==> src/rtl/avlc_pkg.sv <==
`timescale 1ns / 1ps
`default_nettype none
package avlc_pkg;

    localparam int MAX_ITEMS   = 64;
    localparam int SIM_W       = 32;
    localparam int IDX_W       = $clog2(MAX_ITEMS);
    localparam int N_W         = IDX_W + 1;
    localparam int STORE_DEPTH = 4096;
    localparam int ADDR_W      = $clog2(STORE_DEPTH);
    localparam int TRI_W       = ADDR_W + 1;
    localparam int SZ_W        = N_W;
    localparam int PROD_W      = SIM_W + SZ_W + 1;
    localparam int T_W         = PROD_W + 4;
    localparam int D2_W        = SZ_W + 1;
    localparam int DCNT_W      = $clog2(T_W);
    localparam int NODE_W      = 2 * N_W;

    typedef struct packed {
        logic              st_we;
        logic              st_wsel;
        logic [ADDR_W-1:0] st_waddr;
        logic [ADDR_W-1:0] st_raddr;
        logic              scan_clr;
        logic              cmp_en;
        logic [IDX_W-1:0]  cmp_i;
        logic [IDX_W-1:0]  cmp_j;
        logic [IDX_W-1:0]  nd_raddr;
        logic              nd_we;
        logic [N_W-1:0]    nd_wid;
        logic              nd_clr;
        logic              lat_p;
        logic              lat_q;
        logic              emit;
        logic              last;
        logic              mul_a;
        logic              mul_b;
        logic              div_init;
        logic              div_step;
    } t_cmd;

    typedef struct packed {
        logic [IDX_W-1:0] p;
        logic [IDX_W-1:0] q;
    } t_status;

    // row-major position of pair (min, max) in the upper triangle
    function automatic logic [ADDR_W-1:0] tri_index(input logic [N_W-1:0] n,
                                                    input logic [IDX_W-1:0] a,
                                                    input logic [IDX_W-1:0] b);
        logic [IDX_W-1:0] lo;
        logic [IDX_W-1:0] hi;
        logic [TRI_W-1:0] rowbase;
        logic [TRI_W-1:0] tri_sum;
        logic [TRI_W-1:0] res;
        lo      = (a < b) ? a : b;
        hi      = (a < b) ? b : a;
        rowbase = TRI_W'(lo) * TRI_W'(n);
        tri_sum = (TRI_W'(lo) * (TRI_W'(lo) + TRI_W'(1))) >> 1;
        res     = rowbase - tri_sum + TRI_W'(hi) - TRI_W'(lo) - TRI_W'(1);
        return res[ADDR_W-1:0];
    endfunction

endpackage
`default_nettype wire

==> src/rtl/avlc_ctrl.sv <==
`timescale 1ns / 1ps
`default_nettype none
module avlc_ctrl (
    input  wire logic                           i_clk,
    input  wire logic                           i_rst_n,
    input  wire logic                           i_cfg_we,
    input  wire logic [avlc_pkg::N_W-1:0]       i_cfg_data,
    input  wire logic                           start,
    input  wire logic                           i_last_entry,
    output logic                                busy,
    output avlc_pkg::t_cmd                      o_cmd,
    input  avlc_pkg::t_status                   i_status
);
    typedef enum logic [3:0] {
        S_LOAD, S_SCAN, S_SCAN_END, S_NODE_P, S_NODE_Q, S_EMIT, S_UPD_CHK,
        S_UPD_A, S_UPD_B, S_UPD_M, S_UPD_SUM, S_DIV, S_UPD_WR, S_MERGE
    } t_state;

    t_state                          r_state;
    logic [avlc_pkg::N_W-1:0]        r_item_count;
    logic [avlc_pkg::ADDR_W-1:0]     r_load_pos;
    logic [avlc_pkg::MAX_ITEMS-1:0]  r_active;
    logic [avlc_pkg::IDX_W-1:0]      r_mc;
    logic [avlc_pkg::IDX_W-1:0]      r_si;
    logic [avlc_pkg::IDX_W-1:0]      r_sj;
    logic [avlc_pkg::ADDR_W-1:0]     r_saddr;
    logic                            r_cv;
    logic [avlc_pkg::IDX_W-1:0]      r_ci;
    logic [avlc_pkg::IDX_W-1:0]      r_cj;
    logic [avlc_pkg::N_W-1:0]        r_ui;
    logic [avlc_pkg::DCNT_W-1:0]     r_dcnt;

    logic [avlc_pkg::N_W-1:0]        w_n;
    logic [avlc_pkg::IDX_W-1:0]      w_last_idx;
    logic [avlc_pkg::IDX_W-1:0]      w_last_mc;
    logic [avlc_pkg::ADDR_W-1:0]     w_entries;
    logic [avlc_pkg::IDX_W-1:0]      w_ui;
    logic [avlc_pkg::ADDR_W-1:0]     w_addr_p;
    logic [avlc_pkg::ADDR_W-1:0]     w_addr_q;
    logic                            w_accept;

    always_comb begin
        if (r_item_count < avlc_pkg::N_W'(2)) begin
            w_n = avlc_pkg::N_W'(2);
        end else if (r_item_count > avlc_pkg::N_W'(avlc_pkg::MAX_ITEMS)) begin
            w_n = avlc_pkg::N_W'(avlc_pkg::MAX_ITEMS);
        end else begin
            w_n = r_item_count;
        end
    end

    assign w_last_idx = avlc_pkg::IDX_W'(w_n - avlc_pkg::N_W'(1));
    assign w_last_mc  = avlc_pkg::IDX_W'(w_n - avlc_pkg::N_W'(2));
    assign w_entries  = avlc_pkg::ADDR_W'((avlc_pkg::TRI_W'(w_n)
                        * (avlc_pkg::TRI_W'(w_n) - avlc_pkg::TRI_W'(1))) >> 1);
    assign w_ui       = r_ui[avlc_pkg::IDX_W-1:0];
    assign w_addr_p   = avlc_pkg::tri_index(w_n, i_status.p, w_ui);
    assign w_addr_q   = avlc_pkg::tri_index(w_n, i_status.q, w_ui);
    assign busy       = (r_state != S_LOAD);
    assign w_accept   = start && !busy;

    always_comb begin
        o_cmd          = '0;
        o_cmd.cmp_en   = r_cv;
        o_cmd.cmp_i    = r_ci;
        o_cmd.cmp_j    = r_cj;
        o_cmd.st_raddr = r_saddr;
        o_cmd.st_waddr = r_load_pos;
        o_cmd.nd_wid   = w_n + avlc_pkg::N_W'(r_mc);
        o_cmd.last     = (r_mc == w_last_mc);
        case (r_state)
            S_LOAD: begin
                o_cmd.st_we = w_accept && (r_load_pos < w_entries);
            end
            S_SCAN: begin
                o_cmd.scan_clr = (r_saddr == '0);
            end
            S_NODE_P: begin
                o_cmd.nd_raddr = i_status.p;
            end
            S_NODE_Q: begin
                o_cmd.nd_raddr = i_status.q;
                o_cmd.lat_p    = 1'b1;
            end
            S_EMIT: begin
                o_cmd.lat_q = 1'b1;
                o_cmd.emit  = 1'b1;
            end
            S_UPD_A: begin
                o_cmd.st_raddr = w_addr_p;
            end
            S_UPD_B: begin
                o_cmd.st_raddr = w_addr_q;
                o_cmd.mul_a    = 1'b1;
            end
            S_UPD_M: begin
                o_cmd.mul_b = 1'b1;
            end
            S_UPD_SUM: begin
                o_cmd.div_init = 1'b1;
            end
            S_DIV: begin
                o_cmd.div_step = 1'b1;
            end
            S_UPD_WR: begin
                o_cmd.st_we    = 1'b1;
                o_cmd.st_wsel  = 1'b1;
                o_cmd.st_waddr = w_addr_p;
            end
            S_MERGE: begin
                o_cmd.nd_we  = 1'b1;
                o_cmd.nd_clr = (r_mc == w_last_mc);
            end
            default: begin
            end
        endcase
    end

    always_ff @(posedge i_clk) begin
        if (!i_rst_n) begin
            r_state      <= S_LOAD;
            r_item_count <= avlc_pkg::N_W'(avlc_pkg::MAX_ITEMS);
            r_load_pos   <= '0;
            r_active     <= '1;
            r_mc         <= '0;
            r_si         <= '0;
            r_sj         <= '0;
            r_saddr      <= '0;
            r_cv         <= 1'b0;
            r_ci         <= '0;
            r_cj         <= '0;
            r_ui         <= '0;
            r_dcnt       <= '0;
        end else begin
            if (i_cfg_we) begin
                r_item_count <= i_cfg_data;
            end
            r_cv <= (r_state == S_SCAN) && r_active[r_si] && r_active[r_sj];
            case (r_state)
                S_LOAD: begin
                    if (w_accept) begin
                        if (r_load_pos < w_entries) begin
                            r_load_pos <= r_load_pos + avlc_pkg::ADDR_W'(1);
                        end
                        if (i_last_entry) begin
                            r_state <= S_SCAN;
                            r_si    <= '0;
                            r_sj    <= avlc_pkg::IDX_W'(1);
                            r_saddr <= '0;
                        end
                    end
                end
                S_SCAN: begin
                    r_ci    <= r_si;
                    r_cj    <= r_sj;
                    r_saddr <= r_saddr + avlc_pkg::ADDR_W'(1);
                    if (r_sj == w_last_idx) begin
                        if (r_si == w_last_idx - avlc_pkg::IDX_W'(1)) begin
                            r_state <= S_SCAN_END;
                        end
                        r_si <= r_si + avlc_pkg::IDX_W'(1);
                        r_sj <= r_si + avlc_pkg::IDX_W'(2);
                    end else begin
                        r_sj <= r_sj + avlc_pkg::IDX_W'(1);
                    end
                end
                S_SCAN_END: begin
                    r_state <= S_NODE_P;
                end
                S_NODE_P: begin
                    r_state <= S_NODE_Q;
                end
                S_NODE_Q: begin
                    r_state <= S_EMIT;
                end
                S_EMIT: begin
                    r_active[i_status.q] <= 1'b0;
                    r_ui                 <= '0;
                    r_state              <= S_UPD_CHK;
                end
                S_UPD_CHK: begin
                    if (r_ui == w_n) begin
                        r_state <= S_MERGE;
                    end else if (r_active[w_ui] && (w_ui != i_status.p)) begin
                        r_state <= S_UPD_A;
                    end else begin
                        r_ui <= r_ui + avlc_pkg::N_W'(1);
                    end
                end
                S_UPD_A: begin
                    r_state <= S_UPD_B;
                end
                S_UPD_B: begin
                    r_state <= S_UPD_M;
                end
                S_UPD_M: begin
                    r_state <= S_UPD_SUM;
                end
                S_UPD_SUM: begin
                    r_dcnt  <= '0;
                    r_state <= S_DIV;
                end
                S_DIV: begin
                    r_dcnt <= r_dcnt + avlc_pkg::DCNT_W'(1);
                    if (r_dcnt == avlc_pkg::DCNT_W'(avlc_pkg::T_W - 1)) begin
                        r_state <= S_UPD_WR;
                    end
                end
                S_UPD_WR: begin
                    r_ui    <= r_ui + avlc_pkg::N_W'(1);
                    r_state <= S_UPD_CHK;
                end
                S_MERGE: begin
                    if (r_mc == w_last_mc) begin
                        // end of run: back to a fresh load
                        r_active   <= '1;
                        r_load_pos <= '0;
                        r_mc       <= '0;
                        r_state    <= S_LOAD;
                    end else begin
                        r_mc    <= r_mc + avlc_pkg::IDX_W'(1);
                        r_si    <= '0;
                        r_sj    <= avlc_pkg::IDX_W'(1);
                        r_saddr <= '0;
                        r_state <= S_SCAN;
                    end
                end
                default: begin
                    r_state <= S_LOAD;
                end
            endcase
        end
    end
endmodule
`default_nettype wire

==> config.mk <==
export PLATFORM = sky130hd
export DESIGN_NAME = avlc_ctrl
export DESIGN_NICKNAME = d
export VERILOG_FILES = /design/src/rtl/avlc_pkg.sv /design/src/rtl/avlc_ctrl.sv
export SDC_FILE = /design/constraint.sdc
export NUM_CORES = 1
export LEC_CHECK = 0
export ABC_AREA = 1
export ABC_CLOCK_PERIOD_IN_PS = 14300
export BUFFER_PORTS_ARGS = -buffer_cell sky130_fd_sc_hd__buf_2
export CORE_MARGIN = 2
export CORE_UTILIZATION = 40
export DETAILED_ROUTE_END_ITERATION = 10
export HOLD_SLACK_MARGIN = 0.03
export PLACE_DENSITY = 0.65
export SLEW_MARGIN = 10
export SYNTH_ARGS = -nofsm -noshare
export SYNTH_HDL_FRONTEND = slang
export SYNTH_SLANG_ARGS = --single-unit
==> constraint.sdc <==
create_clock -name i_clk -period 14.3 [get_ports i_clk]
set_input_delay 2.86 -clock i_clk [delete_from_list [all_inputs] [get_ports i_clk]]
set_output_delay 2.86 -clock i_clk [all_outputs]
set_load 0.02 [all_outputs]
==> impl_metrics.xml <==
<?xml version="1.0" encoding="UTF-8"?>
<metrics>
  <group name="yosys">
    <metric name="syn-instance-count" unit="">2650</metric>
    <metric name="synthesis.area_per_instance" unit="um^2">6.93</metric>
    <metric name="synth_cell_area" unit="um^2">18400</metric>
    <metric name="yosys.area.top_type" unit="">sky130_fd_sc_hd__fa_1</metric>
    <metric name="post_synth_num_cell_types" unit="">55</metric>
    <metric name="fraction_of_synthesis_flops_using_an_asynchronous_set_or_reset_pin" unit="%">0</metric>
    <metric name="ys_seq_elements" unit="">143</metric>
    <metric name="synth-edff-count" unit="">0</metric>
    <metric name="yosysTopAreaCellShare" unit="%">17.2</metric>
    <metric name="sequential_to_total_area_share_from_yosys_stat" unit="%">15.6</metric>
    <metric name="synthFlopType" unit="">sky130_fd_sc_hd__dfxtp_1</metric>
    <metric name="synth.yosys.warnings" unit="">0</metric>
    <metric name="mappedNetlistNets" unit="">3024</metric>
    <metric name="netlist_top_cells_area" unit="">sky130_fd_sc_hd__fa_1 17%, sky130_fd_sc_hd__dfxtp_1 16%, sky130_fd_sc_hd__ha_1 13%</metric>
  </group>
  <group name="setup_path">
    <metric name="worst_ep_arrival_time" unit="ns">11.19</metric>
    <metric name="critical_path.max_stage_delay" unit="ns">0.56</metric>
    <metric name="critPathMostFrequentCell" unit="">sky130_fd_sc_hd__fa_1</metric>
    <metric name="critPathRequiredTime" unit="ns">11.44</metric>
    <metric name="reg2reg_depth" unit="">30</metric>
    <metric name="timing.critical_path.fanout_max" unit="">8</metric>
    <metric name="type_of_origin_of_the_critical_path" unit="">input pin</metric>
    <metric name="worstSetupEndpointType" unit="">output pin</metric>
    <metric name="critical_path_s_slowest_cell" unit="">sky130_fd_sc_hd__fa_1</metric>
    <metric name="timing.reg2reg.setup_slack" unit="ns">6.08</metric>
    <metric name="criticalPathCategory" unit="">in -&gt; out</metric>
    <metric name="source_of_the_worst_register_to_register_timing_path" unit="">r_item_count[6]</metric>
    <metric name="crit-reg2reg-capture" unit="">r_load_pos[0]</metric>
  </group>
  <group name="sta">
    <metric name="setup_viol" unit="">0</metric>
    <metric name="tightestPinTransition" unit="ns">1.22</metric>
    <metric name="clock_skew" unit="ns">0.0126</metric>
    <metric name="final_hold_viol_count" unit="">0</metric>
    <metric name="post-route-period-util" unit="%">98.2</metric>
    <metric name="number_of_slew_limit_violations_in_the_final_report" unit="">0</metric>
    <metric name="timing.max_slew.rel_slack" unit="%">17.9</metric>
    <metric name="finalCriticalPeriod" unit="ns">14.05</metric>
    <metric name="timing.fmax" unit="GHz">0.0712</metric>
    <metric name="fin_ws" unit="ns">0.254</metric>
  </group>
  <group name="final_layout">
    <metric name="post_route_cells_drive_above_1_share" unit="%">11.7</metric>
    <metric name="area_growth_syn_to_layout" unit="%">11.9</metric>
    <metric name="layout.filler_cells" unit="">4571</metric>
    <metric name="antenna-diode-count" unit="">0</metric>
    <metric name="utilization" unit="%">45.3</metric>
    <metric name="instances_no_fill" unit="">3336</metric>
    <metric name="postLayoutCellArea" unit="um^2">20600</metric>
    <metric name="finish.net_count" unit="">3097</metric>
  </group>
  <group name="global_routing">
    <metric name="globalRouteOverflowTotal" unit="">0</metric>
    <metric name="largest_net_degree_at_the_start_of_global_routing" unit="">65</metric>
    <metric name="grt_first_pass_wirelength" unit="mm">96.5</metric>
    <metric name="antenna_found_initial" unit="">0</metric>
    <metric name="via_count_of_the_first_global_routing_pass" unit="">17900</metric>
    <metric name="globalRouteTotalUtil" unit="%">25.9</metric>
  </group>
  <group name="hold_path">
    <metric name="min_delay_path_depth" unit="">2</metric>
    <metric name="worst_hold_path.endpoint" unit="">r_active[25]</metric>
    <metric name="worst_hold_startpoint" unit="">r_active[25]</metric>
    <metric name="hold_path.class" unit="">reg -&gt; reg</metric>
  </group>
  <group name="clocking">
    <metric name="max-clock-path-buffers" unit="">2</metric>
    <metric name="cts.root.buffer_cell" unit="">sky130_fd_sc_hd__clkbuf_16</metric>
    <metric name="numCtsBuffers" unit="">17</metric>
    <metric name="clkTransAtPathRegs" unit="ns">0.07</metric>
    <metric name="clock_sink_count" unit="">143</metric>
    <metric name="clock_tree_from_tritoncts" unit="">done</metric>
    <metric name="clock_insertion_delay_worst_skew" unit="ns">0.45</metric>
    <metric name="cts_hold_repair.buffers" unit="">0</metric>
    <metric name="htreeDepth" unit="">4</metric>
  </group>
  <group name="die">
    <metric name="core_footprint" unit="um^2">45400</metric>
    <metric name="die_w" unit="um">218</metric>
    <metric name="rows" unit="">78</metric>
    <metric name="io-pin-count" unit="">88</metric>
    <metric name="dieArea" unit="um^2">47700</metric>
    <metric name="starting_utilization_of_the_core_area" unit="%">40.5</metric>
    <metric name="die_h" unit="um">218</metric>
  </group>
  <group name="status">
    <metric name="outcome" unit="">finished, final reports clean</metric>
  </group>
  <group name="detailed_routing">
    <metric name="detail_route.wl_per_cell" unit="um">18.5</metric>
    <metric name="drc_errors" unit="">0</metric>
    <metric name="vias_per_cell" unit="">5.45</metric>
    <metric name="dr.first_iter.drc_count" unit="">1499</metric>
    <metric name="first_pass_iteration_count_of_the_detailed_router" unit="">8</metric>
    <metric name="detail_route.wirelength" unit="mm">61.8</metric>
    <metric name="routed-via-count" unit="">18200</metric>
    <metric name="ant_nets" unit="">0</metric>
  </group>
  <group name="placement">
    <metric name="dp_worst_setup_slack" unit="ns">-0.0744</metric>
    <metric name="numPortBuffers" unit="">87</metric>
    <metric name="dpl_cell_area" unit="um^2">19500</metric>
    <metric name="finalWeightedCongestion" unit="">0.935</metric>
    <metric name="hpwl" unit="mm">46.2</metric>
    <metric name="placed_cells_incl_taps" unit="">3302</metric>
  </group>
  <group name="pwr">
    <metric name="vdd.ir_drop.worst" unit="uV">105</metric>
    <metric name="power_density" unit="nW/um^2">108</metric>
    <metric name="p_leak" unit="uW">0.0102</metric>
  </group>
  <group name="run">
    <metric name="timing.max_cap.violations" unit="">0</metric>
  </group>
</metrics>
==> per-stage QoR <==
step	TNS [ns]	hold WS, ns	power [uW]
after floorplan	0	0.419	1280
after CTS	0	0.450	2110
final	0	0.447	2210
after global routing	-0.463	0.477	2370
after detailed placement	-0.116	0.435	1660
after global placement	0	0.431	1630
==> area by class of cell <==
cell class / count / area, um^2 / area share (%)
timing repair buffer: 155 / 971 / 4.72
inverter: 440 / 1660 / 8.08
tap: 600 / 751 / 3.65
sequential: 143 / 2860 / 13.9
clock buffer: 18 / 439 / 2.13
clock inverter: 14 / 145 / 0.706
multi-input combinational: 1966 / 13700 / 66.8
==> critical path, delay by kind of cell <==
kind                       cells  cell delay [ns]
xor gates and xnor gates       1             0.17
buffers and inverters          9             0.83
and+or+nand+nor                9             1.13
AOI/OAI and AO/OA              8             1.43
adders and majority gates     11             4.75
==> what timing repair did <==
action	in CTS	in global routing
endpoints found under the setup margin	3	10
hold endpoints to repair	0	0
gates cloned	0	1
pin swaps	0	27
buffers inserted	0	1
resized for setup	2	87
==> synth_stat cells, types with 3 or more instances <==
cell,n
sky130_fd_sc_hd__buf_2,20
sky130_fd_sc_hd__o21bai_1,4
sky130_fd_sc_hd__or2_2,8
sky130_fd_sc_hd__nand2_4,3
sky130_fd_sc_hd__clkbuf_1,55
sky130_fd_sc_hd__inv_2,22
sky130_fd_sc_hd__o221ai_1,5
sky130_fd_sc_hd__nor2_1,221
sky130_fd_sc_hd__nand2_2,8
sky130_fd_sc_hd__a21oi_1,164
sky130_fd_sc_hd__nand2_8,3
sky130_fd_sc_hd__o211ai_1,12
sky130_fd_sc_hd__a31oi_1,6
sky130_fd_sc_hd__nor4_1,6
sky130_fd_sc_hd__nand4_1,20
sky130_fd_sc_hd__nor3b_1,4
sky130_fd_sc_hd__nor3_1,36
sky130_fd_sc_hd__dfxtp_1,143
sky130_fd_sc_hd__buf_1,4
sky130_fd_sc_hd__o21ai_2,9
sky130_fd_sc_hd__o22ai_1,10
sky130_fd_sc_hd__o21ai_1,34
sky130_fd_sc_hd__clkinv_1,5
sky130_fd_sc_hd__fa_1,158
sky130_fd_sc_hd__o21ai_0,147
sky130_fd_sc_hd__buf_4,11
sky130_fd_sc_hd__a21o_1,6
sky130_fd_sc_hd__nand3_1,206
sky130_fd_sc_hd__xnor2_1,25
sky130_fd_sc_hd__nand3_2,4
sky130_fd_sc_hd__a22oi_1,3
sky130_fd_sc_hd__xor2_1,55
sky130_fd_sc_hd__ha_1,192
sky130_fd_sc_hd__inv_1,410
sky130_fd_sc_hd__nand3b_1,5
sky130_fd_sc_hd__buf_6,12
sky130_fd_sc_hd__nand2_1,591
==> cells by family (layout without fill, tap and decap cells) <==
family / count (synthesis) / after routing / synth area share, %
AND/OR/NAND/NOR: 1124 / 1125 / 26.2
buffers and inverters: 542 / 627 / 12.0
AO/OA/AOI/OAI: 411 / 411 / 12.1
adder cells (fa/ha/maj): 350 / 350 / 30.3
flip-flops: 143 / 143 / 15.6
XOR/XNOR: 80 / 80 / 3.81
==> how the worst max path moves through the flow <==
| stage | start | end | cells after the start |
|---|---|---|---|
| CTS | i_status[3] | o_cmd[47] | 42 |
| finish | i_status[5] | o_cmd[46] | 38 |
| global route | i_status[5] | o_cmd[48] | 45 |
| floorplan | i_status[9] | o_cmd[58] | 41 |
| detailed placement | i_status[3] | o_cmd[46] | 40 |
| global placement | i_status[3] | o_cmd[47] | 42 |
==> flip-flops by register name, indices dropped and copies added (netlist names), 7 cells and up <==
| signal | flops |
|---|---|
| r_ui | 7 |
| r_saddr | 12 |
| r_item_count | 7 |
| r_active | 64 |
| r_load_pos | 12 |
==> layer usage <==
| layer | global-route usage (%) | up-vias | share of wire, % |
|---|---|---|---|
| met1 | 32.6 | 8696 | 41 |
| met2 | 44.2 | 738 | 48 |
| li1 | - | 8592 | - |
| met3 | 4.31 | 146 | 7.3 |
| met5 | 0 | - | 0 |
| met4 | 9.71 | 0 | 3.5 |
==> placed cells by master, fill, tap and decap left out, types with 6 or more instances in the layout <==
cell type and n:
sky130_fd_sc_hd__o211ai_1 12, sky130_fd_sc_hd__ha_4 13, sky130_fd_sc_hd__a21oi_1 155, sky130_fd_sc_hd__or2_2 8, sky130_fd_sc_hd__o21ai_1 41, sky130_fd_sc_hd__nor2_1 208
sky130_fd_sc_hd__nand3_1 203, sky130_fd_sc_hd__o21ai_2 6, sky130_fd_sc_hd__xnor2_1 25, sky130_fd_sc_hd__nand2_2 11, sky130_fd_sc_hd__nand4_1 20, sky130_fd_sc_hd__ha_1 177
sky130_fd_sc_hd__o22ai_1 10, sky130_fd_sc_hd__nand2_1 588, sky130_fd_sc_hd__nor2_2 15, sky130_fd_sc_hd__nor3_1 29, sky130_fd_sc_hd__clkbuf_16 17, sky130_fd_sc_hd__buf_2 83
sky130_fd_sc_hd__xor2_1 54, sky130_fd_sc_hd__buf_4 69, sky130_fd_sc_hd__inv_2 24, sky130_fd_sc_hd__o21ai_0 138, sky130_fd_sc_hd__a21o_1 6, sky130_fd_sc_hd__inv_1 407
sky130_fd_sc_hd__nand3_2 7, sky130_fd_sc_hd__fa_1 157, sky130_fd_sc_hd__dfxtp_1 143, sky130_fd_sc_hd__a21oi_2 9
==> power breakdown <==
part	switching [uW]	total (uW)	internal, uW
Clock	215	452	237
Sequential	22.3	442	420
Combinational	844	1320	474
No activity file was read; power rests on OpenSTA's default activity.
